File: src/rtl/core/bbs_pkg.sv
// Package for the bounding box smoother: register indexes and fixed-point constants.
// Depends on nothing.
package bbs_pkg;
  localparam logic [2:0] REG_OFS_X  = 3'd0;
  localparam logic [2:0] REG_OFS_Y  = 3'd1;
  localparam logic [2:0] REG_WIDTH  = 3'd2;
  localparam logic [2:0] REG_HEIGHT = 3'd3;
  localparam logic [2:0] REG_MISS   = 3'd4;
  localparam logic signed [24:0] K_3P2 = 25'sd3355443;
  localparam logic signed [24:0] K_2P4 = 25'sd2516582;
  localparam logic signed [24:0] K_6P4 = 25'sd6710886;
  localparam logic signed [24:0] K_4P8 = 25'sd5033165;
  localparam int CAL_BITS = 15;
endpackage

File: src/rtl/core/bounding_box_smoother.sv
// Bounding box smoother: windowed mean box plus calibrated box per detection.
// A hit passes after acceptance through memory read and update, four serial divides
// by the fill count, a serial square root, three multiply and saturate steps and the output.
// The next item is taken once the result transaction completes; a miss passes through the clear
// state and gives no result.
// Synchronous reset clears the fill count, miss counter and sums; memory behind the fill count is ignored.
module bounding_box_smoother #(
  parameter int WINDOW_DEPTH = 8,
  parameter int COORD_BITS   = 11
) (
  input  logic                         clk,
  input  logic                         rst,
  input  logic                         in_valid,
  output logic                         in_stall,
  input  logic                         found,
  input  logic [COORD_BITS-1:0]        box_left,
  input  logic [COORD_BITS-1:0]        box_top,
  input  logic [COORD_BITS:0]          box_width,
  input  logic [COORD_BITS:0]          box_height,
  output logic                         out_valid,
  input  logic                         out_stall,
  output logic [COORD_BITS-1:0]        mean_left,
  output logic [COORD_BITS-1:0]        mean_top,
  output logic [COORD_BITS:0]          mean_width,
  output logic [COORD_BITS:0]          mean_height,
  output logic signed [COORD_BITS+3:0] cal_left,
  output logic signed [COORD_BITS+3:0] cal_top,
  output logic signed [COORD_BITS+3:0] cal_right,
  output logic signed [COORD_BITS+3:0] cal_bottom,
  input  logic                         cfg_valid,
  output logic                         cfg_ready,
  input  logic [2:0]                   cfg_index,
  input  logic [15:0]                  cfg_data
);
  localparam int AW  = (WINDOW_DEPTH > 1) ? $clog2(WINDOW_DEPTH) : 1;
  localparam int FW  = $clog2(WINDOW_DEPTH + 1);
  localparam int SB  = COORD_BITS + 1;
  localparam int CW  = COORD_BITS + 4;
  localparam int SUMW = SB + FW;
  localparam int RW  = SB + 8;
  localparam int RADW = 2 * RW;
  localparam int DIVN = SUMW;
  localparam int MEMW = 2 * COORD_BITS + 2 * SB;
  localparam logic signed [33:0] CAL_MAX = 34'((1 << (CW - 1)) - 1);
  localparam logic signed [33:0] CAL_MIN = -CAL_MAX - 34'sd1;

  localparam logic [3:0] S_IDLE = 4'd0, S_RD = 4'd1, S_UPD = 4'd2, S_DIV = 4'd3,
                         S_SQ = 4'd4, S_M1 = 4'd5, S_M2 = 4'd6, S_M3 = 4'd7,
                         S_OUT = 4'd8, S_CLR = 4'd9;

  logic [3:0] state;
  logic signed [15:0] ofs_x, ofs_y, w_ratio, h_ratio;
  logic [7:0] miss_limit, miss_count;
  logic [FW-1:0] fill_count;
  logic [AW-1:0] oldest, slot;
  logic [SUMW-1:0] sum [4];
  logic [COORD_BITS-1:0] bl, bt;
  logic [SB-1:0] bw, bh;

  logic we;
  logic [AW-1:0] waddr;
  logic [MEMW-1:0] wdata, rdata;

  bbs_ram #(.WIDTH(MEMW), .DEPTH(WINDOW_DEPTH), .AW(AW)) u_win (
    .clk(clk), .we(we), .waddr(waddr), .wdata(wdata), .raddr(oldest), .rdata(rdata)
  );

  assign cfg_ready = (state == S_IDLE) && !out_valid;
  assign in_stall  = (state != S_IDLE) || out_valid;
  wire in_acc = in_valid && !in_stall;

  always_ff @(posedge clk) begin
    if (rst) begin
      ofs_x <= '0;
      ofs_y <= '0;
      w_ratio <= 16'sd4096;
      h_ratio <= 16'sd4096;
      miss_limit <= 8'd8;
    end else if (cfg_valid && cfg_ready) begin
      case (cfg_index)
        bbs_pkg::REG_OFS_X:  ofs_x <= cfg_data;
        bbs_pkg::REG_OFS_Y:  ofs_y <= cfg_data;
        bbs_pkg::REG_WIDTH:  w_ratio <= cfg_data;
        bbs_pkg::REG_HEIGHT: h_ratio <= cfg_data;
        bbs_pkg::REG_MISS:   miss_limit <= cfg_data[7:0];
        default: ;
      endcase
    end
  end

  // Serial divider over the four sums, and serial square root.
  logic [1:0] dsel;
  logic [$clog2(DIVN+1)-1:0] dstep;
  logic [SUMW-1:0] dq;
  logic [FW:0] drem;
  logic [SUMW-1:0] mean [4];
  logic [RADW-1:0] sq_n;
  logic [RW:0] sq_rem;
  logic [RW-1:0] sq_root;
  logic [$clog2(RW+1)-1:0] sq_step;
  logic signed [47:0] pdx, pdy, pcw, pch;
  logic signed [31:0] dx, dy, cw, ch;

  logic [FW:0] drem_sh;
  logic [RW+1:0] sq_try;
  logic [RW+1:0] sq_rsh;
  assign drem_sh = {drem[FW-1:0], dq[SUMW-1]};
  assign sq_rsh = {sq_rem[RW-1:0], sq_n[RADW-1 -: 2]};
  assign sq_try = sq_rsh - {sq_root, 2'b01};

  function automatic logic signed [31:0] trunc0(input logic signed [47:0] v);
    logic signed [47:0] a;
    a = v[47] ? -v : v;
    a = a >>> 20;
    return v[47] ? -a[31:0] : a[31:0];
  endfunction

  function automatic logic signed [CW-1:0] sat(input logic signed [33:0] v);
    if (v > CAL_MAX) return CAL_MAX[CW-1:0];
    if (v < CAL_MIN) return CAL_MIN[CW-1:0];
    return v[CW-1:0];
  endfunction

  logic signed [33:0] cl, ct;
  assign cl = $signed(34'(mean[0][COORD_BITS-1:0])) + 34'(dx);
  assign ct = $signed(34'(mean[1][COORD_BITS-1:0])) + 34'(dy);

  always_comb begin
    we = 1'b0;
    waddr = slot;
    wdata = {bl, bt, bw, bh};
    if (state == S_CLR) begin
      we = 1'b0;
    end else if (state == S_UPD) begin
      we = 1'b1;
    end
  end

  always_ff @(posedge clk) begin
    if (rst) begin
      state <= S_IDLE;
      out_valid <= 1'b0;
      miss_count <= '0;
      fill_count <= '0;
      oldest <= '0;
      for (int i = 0; i < 4; i++) sum[i] <= '0;
    end else begin
      if (out_valid && !out_stall) out_valid <= 1'b0;
      case (state)
        S_IDLE: begin
          if (in_acc) begin
            bl <= box_left; bt <= box_top; bw <= box_width; bh <= box_height;
            if (!found) begin
              state <= S_CLR;
              if (miss_count != 8'd255) miss_count <= miss_count + 8'd1;
            end else begin
              miss_count <= '0;
              state <= S_RD;
            end
          end
        end
        S_CLR: begin
          if (miss_count >= miss_limit) begin
            fill_count <= '0;
            oldest <= '0;
            for (int i = 0; i < 4; i++) sum[i] <= '0;
          end
          state <= S_IDLE;
        end
        S_RD: begin
          if (fill_count < FW'(WINDOW_DEPTH)) begin
            if (32'(oldest) + 32'(fill_count) >= WINDOW_DEPTH) begin
              slot <= AW'(32'(oldest) + 32'(fill_count) - WINDOW_DEPTH);
            end else begin
              slot <= AW'(32'(oldest) + 32'(fill_count));
            end
          end else begin
            slot <= oldest;
          end
          state <= S_UPD;
        end
        S_UPD: begin
          if (fill_count < FW'(WINDOW_DEPTH)) begin
            fill_count <= fill_count + 1'b1;
            sum[0] <= sum[0] + SUMW'(bl);
            sum[1] <= sum[1] + SUMW'(bt);
            sum[2] <= sum[2] + SUMW'(bw);
            sum[3] <= sum[3] + SUMW'(bh);
          end else begin
            oldest <= (32'(oldest) + 1 >= WINDOW_DEPTH) ? '0 : oldest + 1'b1;
            sum[0] <= sum[0] - SUMW'(rdata[MEMW-1 -: COORD_BITS]) + SUMW'(bl);
            sum[1] <= sum[1] - SUMW'(rdata[2*SB+COORD_BITS-1 -: COORD_BITS]) + SUMW'(bt);
            sum[2] <= sum[2] - SUMW'(rdata[2*SB-1 -: SB]) + SUMW'(bw);
            sum[3] <= sum[3] - SUMW'(rdata[SB-1:0]) + SUMW'(bh);
          end
          dsel <= '0;
          dstep <= '0;
          drem <= '0;
          state <= S_DIV;
        end
        S_DIV: begin
          if (dstep == '0) begin
            dq <= sum[dsel];
            drem <= '0;
            dstep <= dstep + 1'b1;
          end else begin
            if (drem_sh >= {1'b0, fill_count}) begin
              drem <= drem_sh - {1'b0, fill_count};
              dq <= {dq[SUMW-2:0], 1'b1};
            end else begin
              drem <= drem_sh;
              dq <= {dq[SUMW-2:0], 1'b0};
            end
            if (32'(dstep) == DIVN) begin
              dstep <= '0;
              mean[dsel] <= (drem_sh >= {1'b0, fill_count}) ? {dq[SUMW-2:0], 1'b1}
                                                         : {dq[SUMW-2:0], 1'b0};
              dsel <= dsel + 2'd1;
              if (dsel == 2'd3) begin
                sq_n <= RADW'({(2*SB)'(bw) * (2*SB)'(bh), 16'd0});
                sq_rem <= '0;
                sq_root <= '0;
                sq_step <= '0;
                state <= S_SQ;
              end
            end else begin
              dstep <= dstep + 1'b1;
            end
          end
        end
        S_SQ: begin
          if (!sq_try[RW+1]) begin
            sq_rem <= sq_try[RW:0];
            sq_root <= {sq_root[RW-2:0], 1'b1};
          end else begin
            sq_rem <= sq_rsh[RW:0];
            sq_root <= {sq_root[RW-2:0], 1'b0};
          end
          sq_n <= {sq_n[RADW-3:0], 2'b00};
          sq_step <= sq_step + 1'b1;
          if (32'(sq_step) == RW - 1) state <= S_M1;
        end
        S_M1: begin
          pdx <= 48'(ofs_x) * $signed({1'b0, sq_root}) - 48'(bbs_pkg::K_3P2);
          pdy <= 48'(ofs_y) * $signed({1'b0, sq_root}) - 48'(bbs_pkg::K_2P4);
          pcw <= ((48'(w_ratio) * $signed({1'b0, mean[2][SB-1:0]})) <<< 8)
                 + 48'(bbs_pkg::K_6P4);
          pch <= ((48'(h_ratio) * $signed({1'b0, mean[3][SB-1:0]})) <<< 8)
                 + 48'(bbs_pkg::K_4P8);
          state <= S_M2;
        end
        S_M2: begin
          dx <= trunc0(pdx); dy <= trunc0(pdy);
          cw <= trunc0(pcw); ch <= trunc0(pch);
          state <= S_M3;
        end
        S_M3: begin
          mean_left <= mean[0][COORD_BITS-1:0];
          mean_top <= mean[1][COORD_BITS-1:0];
          mean_width <= mean[2][SB-1:0];
          mean_height <= mean[3][SB-1:0];
          cal_left <= sat(cl);
          cal_top <= sat(ct);
          cal_right <= sat(cl + 34'(cw));
          cal_bottom <= sat(ct + 34'(ch));
          state <= S_OUT;
        end
        S_OUT: begin
          out_valid <= 1'b1;
          state <= S_IDLE;
        end
        default: state <= S_IDLE;
      endcase
    end
  end
endmodule

File: src/rtl/core/bbs_ram.sv
// Generic single-port-write, single-port-read RAM with registered read.
// Depends on nothing.
module bbs_ram #(
  parameter int WIDTH = 8,
  parameter int DEPTH = 8,
  parameter int AW    = (DEPTH > 1) ? $clog2(DEPTH) : 1
) (
  input  logic             clk,
  input  logic             we,
  input  logic [AW-1:0]    waddr,
  input  logic [WIDTH-1:0] wdata,
  input  logic [AW-1:0]    raddr,
  output logic [WIDTH-1:0] rdata
);
  logic [WIDTH-1:0] mem [DEPTH];
  always_ff @(posedge clk) begin
    if (we) begin
      mem[waddr] <= wdata;
    end
    rdata <= mem[raddr];
  end
endmodule

File: config.mk
export PLATFORM = sky130hd
export DESIGN_NAME = bounding_box_smoother
export DESIGN_NICKNAME = d
export VERILOG_FILES = /design/src/rtl/core/bbs_pkg.sv /design/src/rtl/core/bounding_box_smoother.sv /design/src/rtl/core/bbs_ram.sv
export SDC_FILE = /design/constraint.sdc
export NUM_CORES = 2
export LEC_CHECK = 0
export BUFFER_PORTS_ARGS = -buffer_cell sky130_fd_sc_hd__buf_4
export CORE_ASPECT_RATIO = 1.25
export CORE_MARGIN = 1.5
export CORE_UTILIZATION = 59
export DETAILED_ROUTE_END_ITERATION = 10
export PLACE_DENSITY = 0.9
export SLEW_MARGIN = 20
export SYNTH_ARGS = -nofsm -noshare
export SYNTH_HDL_FRONTEND = slang
export SYNTH_SLANG_ARGS = --single-unit
File: constraint.sdc
create_clock -name clk -period 6.9 [get_ports clk]
set_input_delay 0.69 -clock clk [delete_from_list [all_inputs] [get_ports clk]]
set_output_delay 0.69 -clock clk [all_outputs]
set_load 0.02 [all_outputs]
Word-level counts from Yosys, hierarchy flattened
Memory sizes are Yosys's and may differ from the RTL's. A register that Yosys moved wholly into a read port is not among the register bits.
Index checks and enable logic that the tools add are counted.
{"block": "op_classes", "shifts": 0, "n_mul": 5, "n_lt_le_gt_ge": 13, "n_eq_ne": 25, "bitwise_logic": 13, "add_sub_neg": 39, "div_mod_pow": 0, "muxes": 137, "reduce_logical": 35}
{"cell": "$mux W15", "count": 16}
{"cell": "$mux W16", "count": 13}
{"cell": "$mux W48", "count": 4}
{"cell": "$neg A48 Y48", "count": 4}
{"cell": "$mux W20", "count": 7}
{"cell": "$mux W32", "count": 4}
{"cell": "$neg A32 Y32", "count": 4}
{"cell": "$mux W40", "count": 3}
{"cell": "$pmux W20 S2", "count": 2}
{"cell": "$pmux W40 S2", "count": 1}
{"cell": "$add A37 B24 Y38 const B", "count": 2}
{"cell": "$sub A37 B23 Y38 const B", "count": 2}
{"cell": "$mul A16 B21 Y37", "count": 2}
{"cell": "$add A33 B32 Y34", "count": 2}
{"cell": "$gt A34 B15 Y1 const B", "count": 2}
{"cell": "$lt A34 B15 Y1 const B", "count": 2}
{"cell": "$add A12 B32 Y33", "count": 2}
{"cell": "$gt A33 B15 Y1 const B", "count": 2}
{"cell": "$lt A33 B15 Y1 const B", "count": 2}
{"cell": "$add A16 B11 Y16", "count": 4}
{"cell": "$add A16 B12 Y16", "count": 4}
{"cell": "$mul A16 B13 Y29", "count": 2}
{"cell": "$mux W1", "count": 55}
{"cell": "$mux W4", "count": 10}
{"cell": "53 further kinds", "count": 116}
{"block": "totals", "ff_bits": 679, "ram_bits": 496, "input_bits": 71, "n_memories": 3, "rom_bits": 0, "elab_cells": 309, "latch_bits": 0}
{"memory": "u_win.mem", "words": 8, "width": 46, "rd": 1, "rd_clocked_by_memory_dff": 1, "write_ports": 1, "line_no": "bbs_ram.sv:15", "source": "logic [WIDTH-1:0] mem [DEPTH];"}
{"memory": "mean", "words": 4, "width": 16, "rd": 4, "rd_clocked_by_memory_dff": 0, "write_ports": 1, "line_no": "bounding_box_smoother.sv:96", "source": "logic [SUMW-1:0] mean [4];"}
{"memory": "sum", "words": 4, "width": 16, "rd": 5, "rd_clocked_by_memory_dff": 1, "write_ports": 4, "line_no": "bounding_box_smoother.sv:56", "source": "logic [SUMW-1:0] sum [4];"}

Logic depth before layout (Yosys ltp)
An unclocked memory read counts as a cell.
{"block": "depth", "ltp_word": 12, "depth_mapped": 27}

Cells and area by module
A second synthesis with hierarchy kept.
{"block": "hier_totals", "hier_cells": 9295, "hier_area_um2": 96824.1}
{"mod": "bounding_box_smoother", "n_inst": 1, "area_per_inst_um2": 81782.2, "cells_per_inst": 8705}
{"mod": "bbs_ram", "n_inst": 1, "area_per_inst_um2": 15041.9, "cells_per_inst": 590}

Worst setup path after synthesis
No wires, ideal clock.
{"block": "synth_path", "kind": "input port to flip-flop", "startpoint": "input rst", "endpoint": "register ch[0] (enable)", "arrival_ns": 6.555, "cell_stages": 5, "path_buffers": 2, "slack_ns": -0.272, "path_cell_list": "clkbuf_1 > clkbuf_1 > nor2_1 > nand2_1 > nor2_1"}
{"block": "synth_between", "elab_chain_len": 2}
{"element": "from (decl)", "line_no": "bounding_box_smoother.sv:12", "source": "input logic rst,"}
{"element": "$not A1 Y1 (no line)"}
{"element": "$reduce_and A2 Y1 (no line)"}
{"element": "to (signal assigned)", "line_no": "bounding_box_smoother.sv:254", "source": "cw <= trunc0(pcw); ch <= trunc0(pch);"}
{"element": "to (decl)", "line_no": "bounding_box_smoother.sv:102", "source": "logic signed [31:0] dx, dy, cw, ch;"}
Every way passes these cells.
A chain may end at the register's enable or synchronous reset.

Worst setup path in the final report
{"block": "layout_path", "startpoint": "register sq_root[8]", "endpoint": "register pdy[36] (data pin)"}
{"block": "layout_between", "elab_chain_len": 2}
{"element": "from (decl)", "line_no": "bounding_box_smoother.sv:99", "source": "logic [RW-1:0] sq_root;"}
{"element": "from (signal assigned)", "line_no": "bounding_box_smoother.sv:234", "source": "sq_root <= {sq_root[RW-2:0], 1'b1};"}
{"element": "from (signal assigned)", "line_no": "bounding_box_smoother.sv:237", "source": "sq_root <= {sq_root[RW-2:0], 1'b0};"}
{"element": "$mul A16 B21 Y37", "line_no": "bounding_box_smoother.sv:245", "source": "pdy <= 48'(ofs_y) * $signed({1'b0, sq_root}) - 48'(bbs_pkg::K_2P4);"}
{"element": "$sub A37 B23 Y38", "line_no": "bounding_box_smoother.sv:245"}
{"element": "to (signal assigned)", "line_no": "bounding_box_smoother.sv:245"}
{"element": "to (decl)", "line_no": "bounding_box_smoother.sv:101", "source": "logic signed [47:0] pdx, pdy, pcw, pch;"}
Every way passes these cells.

==> impl_metrics.tcl <==
set metrics [dict create \
    crit_chain "buf_4 -> clkbuf_16 -> nand2_1 -> fa_1 -> inv_1 -> fa_1 -> fa_1 -> inv_1 -> fa_1 -> fa_1 -> inv_1 -> fa_1 -> ha_1 -> a211oi_1 -> o21ai_0 -> a21oi_1 -> nor2_1 -> a21oi_2 -> a211oi_2 -> a41oi_2 -> a21oi_2 -> a311oi_2 -> a21oi_1 -> xor2_1" \
    wirelength_mm 256 \
    antenna_found_initial 9 \
    die_x_um 366 \
    drc 0 \
    vias 72400 \
    portBuffers 179 \
    detail_route.iter0.violations 7335 \
    synth_area_leaders "edfxtp_1 (30%), fa_1 (21%), ha_1 (9.5%)" \
    cts_tree "done" \
    track_usage 0.303 \
    ant_nets 0 \
    grt_pass1_vias 76000 \
    p_sw_mw 10.2 \
    avgSynthCellArea_um2 10.3 \
    setup_violations 0 \
    worst_setup_path_end_kind "register" \
    rr_startpoint "sq_root[8]$_SDFFCE_PN0P_" \
    power_density_mw_per_mm2 250 \
    drt_first_pass_iters 8 \
    fin_crit_ns 6.79 \
    drv_cap 0 \
    period_share 0.984 \
    async_reset_ff_frac 0 \
    cts_buffer_depth 3 \
    min_from "box_top[3]" \
    final_nets 11500 \
    grt_pass1_wl_mm 399 \
    yosys.area.top_type "edfxtp_1" \
    ios 180 \
    rrSetupSlack_ns 0.11 \
    insertion_delay_ns 0.80 \
    dieHeight_um 456 \
    initial_utilization 0.594 \
    min_to "bt[3]$_DFFE_PP_" \
    hold_viol_final 0 \
    cp_max_fo 4 \
    synth.yosys.warnings 0 \
    routedWlPerCell_um 21.4 \
    critPathKind "reg -> reg" \
    max_stage_delay_ns 0.55 \
    synth_common_cells "inv_1 (1619), nand2_1 (1185), fa_1 (1026)" \
    post-route-util 0.653 \
    overflow 0 \
    holdBufCountCts 0 \
    relSlewSlack 0.168 \
    hp-class "in -> reg" \
    numCtsBuffers 109 \
    gp_congestion 0.991 \
    synth_top_flop_cell "edfxtp_1" \
    synth_seq_area_share 0.329 \
    synth_cells 9417 \
    ir_drop_mv 0.579 \
    path_delay_family "adder cells" \
    arrival_ns 7.25 \
    drive_gt1_frac 0.104 \
    finClkSkew_ns 0.0963 \
    synth_edf_count 969 \
    cts.clk_slew.worst_paths_ns 0.07 \
    grt_max_degree 90 \
    rows 166 \
    pwr-share-seq 0.319 \
    ys_seq_elements 1109 \
    synth_top_area_frac 0.300 \
    path_buf_inv 5 \
    syn2layout_area_growth_pct 9.95 \
    instances_no_fill 11900 \
    leakagePower_nw 46.8 \
    multiInputGateArea_mm2 0.0583 \
    hold_depth 1 \
    viasPerCell 6.06 \
    intPower_mw 16.4 \
    clock_sinks 1109 \
    max_clock_freq_mhz 147 \
    hpwlAfterDp_mm 187 \
    pwr-share-comb 0.445 \
    placedCellCount 11700 \
    final-max-slew-violation-count 0 \
    fillers 11300 \
    worstMarginPinSlew_ns 1.22 \
    regArea_mm2 0.0319 \
    core_mm2 0.163 \
    cp.required_ns 7.36 \
    h-tree-depth 3 \
    r2r-end "pdy[36]$_DFFE_PP_" \
    yosysUniqueCellTypes 96 \
    dieArea_mm2 0.167 \
    status "completed" \
    syn_area_mm2 0.0971 \
    rr_worst_depth 24 \
    power.clock.fraction 0.235 \
    netSwitchingFraction 0.384 \
    slowest_stage "fa_1" \
    cts_root_buf "clkbuf_16" \
    cp_common_cell "fa_1" \
    yosysMostFrequentCell "inv_1" \
    crit_path_start_kind "register" \
    fin_hold_ws_ns 0.0376 \
]
## placed cells by master, fill, tap and decap left out, drive strengths merged, types with 21 or more instances in the layout
cell type,instances
a211oi,57
a21boi,53
a21o,130
a21oi,375
a31oi,36
and2,438
and3,60
buf,477
clkbuf,141
clkinv,41
dfxtp,140
edfxtp,969
fa,1026
ha,734
inv,1631
mux2,70
mux2i,21
mux4,108
nand2,1185
nand2b,54
nand3,132
nand4,55
nor2,452
nor2b,48
nor3,105
nor4,33
o211ai,27
o21a,70
o21ai,228
o21bai,36
or2,32
or3,37
xnor2,288
xor2,171
## flip-flops by register name (all words and copies together), names as in the netlist, 16 cells and up, named ones only
name	flops
h_ratio	16
ofs_y	16
sq_n	24
pdy	38
dx	32
sq_rem	20
sq_root	20
ofs_x	16
dy	32
w_ratio	16
dq	16
u_win.rdata	46
u_win.mem	368
pcw	18
pdx	38
sum	64
mean	46
ch	32
pch	18
cw	32
## repair_timing
action	4_1_cts	5_1_grt
pin swaps	1	39
endpoints found under the setup margin	2	38
buffers inserted	8	49
gates resized for setup	6	113
gates cloned	0	3
## logic make-up after synthesis
kind of cell               Yosys count  synth area share
and+or+nand+nor                   2712             0.132
DFF                               1109             0.329
AOI/OAI and AO/OA                 1199            0.0797
buffers and inverters             1978            0.0766
muxes                              199            0.0353
other                                1         0.0000386
adders and majority gates         1760             0.306
xor gates and xnor gates           459            0.0415
## final cells by class
type	count	area share
Timing Repair Buffer	482	0.0368
Antenna cell	8	0.000188
Sequential cell	1109	0.299
Tap cell	2184	0.0256
Multi-Input combinational cell	6331	0.546
Inverter	1622	0.0571
Clock buffer	136	0.0270
Clock inverter	70	0.00800
## through the flow
step | total power, mW | worst slack, ns | instance area [um2] | TNS, ns
3_3_place_gp | 19.2 | 0.139 | 102000 | 0
5_1_grt | 28.2 | -0.0865 | 107000 | -0.397
6_report | 26.6 | 0.108 | 107000 | 0
3_5_place_dp | 19.9 | -0.0370 | 102000 | -0.0370
2_1_floorplan | 16.9 | 0.324 | 97100 | 0
4_1_cts | 26.3 | 0.0157 | 106000 | 0
## metal layers
layer  track usage  wire length (um)  vias to the layer above
li1              -                 -                    31400
met1         0.345             85900                    35300
met2         0.511            124000                     4367
met3        0.0578             24000                     1370
met4         0.223             21700                        4
met5             0                33                        -
## how the worst max path moves through the flow
stage,start,to,slack (ns),cells past startpoint
global route,sq_root[8]$_SDFFCE_PN0P_,pdy[36]$_DFFE_PP_,-0.09,24
detailed placement,sq_root[3]$_SDFFCE_PN0P_,pdy[46]$_DFFE_PP_,-0.04,25
finish,sq_root[8]$_SDFFCE_PN0P_,pdy[36]$_DFFE_PP_,0.11,24
global placement,sq_root[11]$_SDFFCE_PN0P_,pdx[46]$_DFFE_PP_,0.14,24
floorplan,sq_root[7]$_SDFFCE_PN0P_,pdx[36]$_DFFE_PP_,0.32,25
CTS,sq_root[5]$_SDFFCE_PN0P_,pdy[36]$_DFFE_PP_,0.02,23
## power by group through the flow
stage | logic [mW] | registers [mW] | clock network [mW]
floorplan | 8.48 | 8.39 | 0
global placement | 10.6 | 8.58 | 0
detailed placement | 11.2 | 8.61 | 0
CTS | 11.5 | 8.48 | 6.28
global route | 13.2 | 8.53 | 6.53
finish | 11.9 | 8.51 | 6.26
Note: power is estimated with default switching activity, not from simulation.
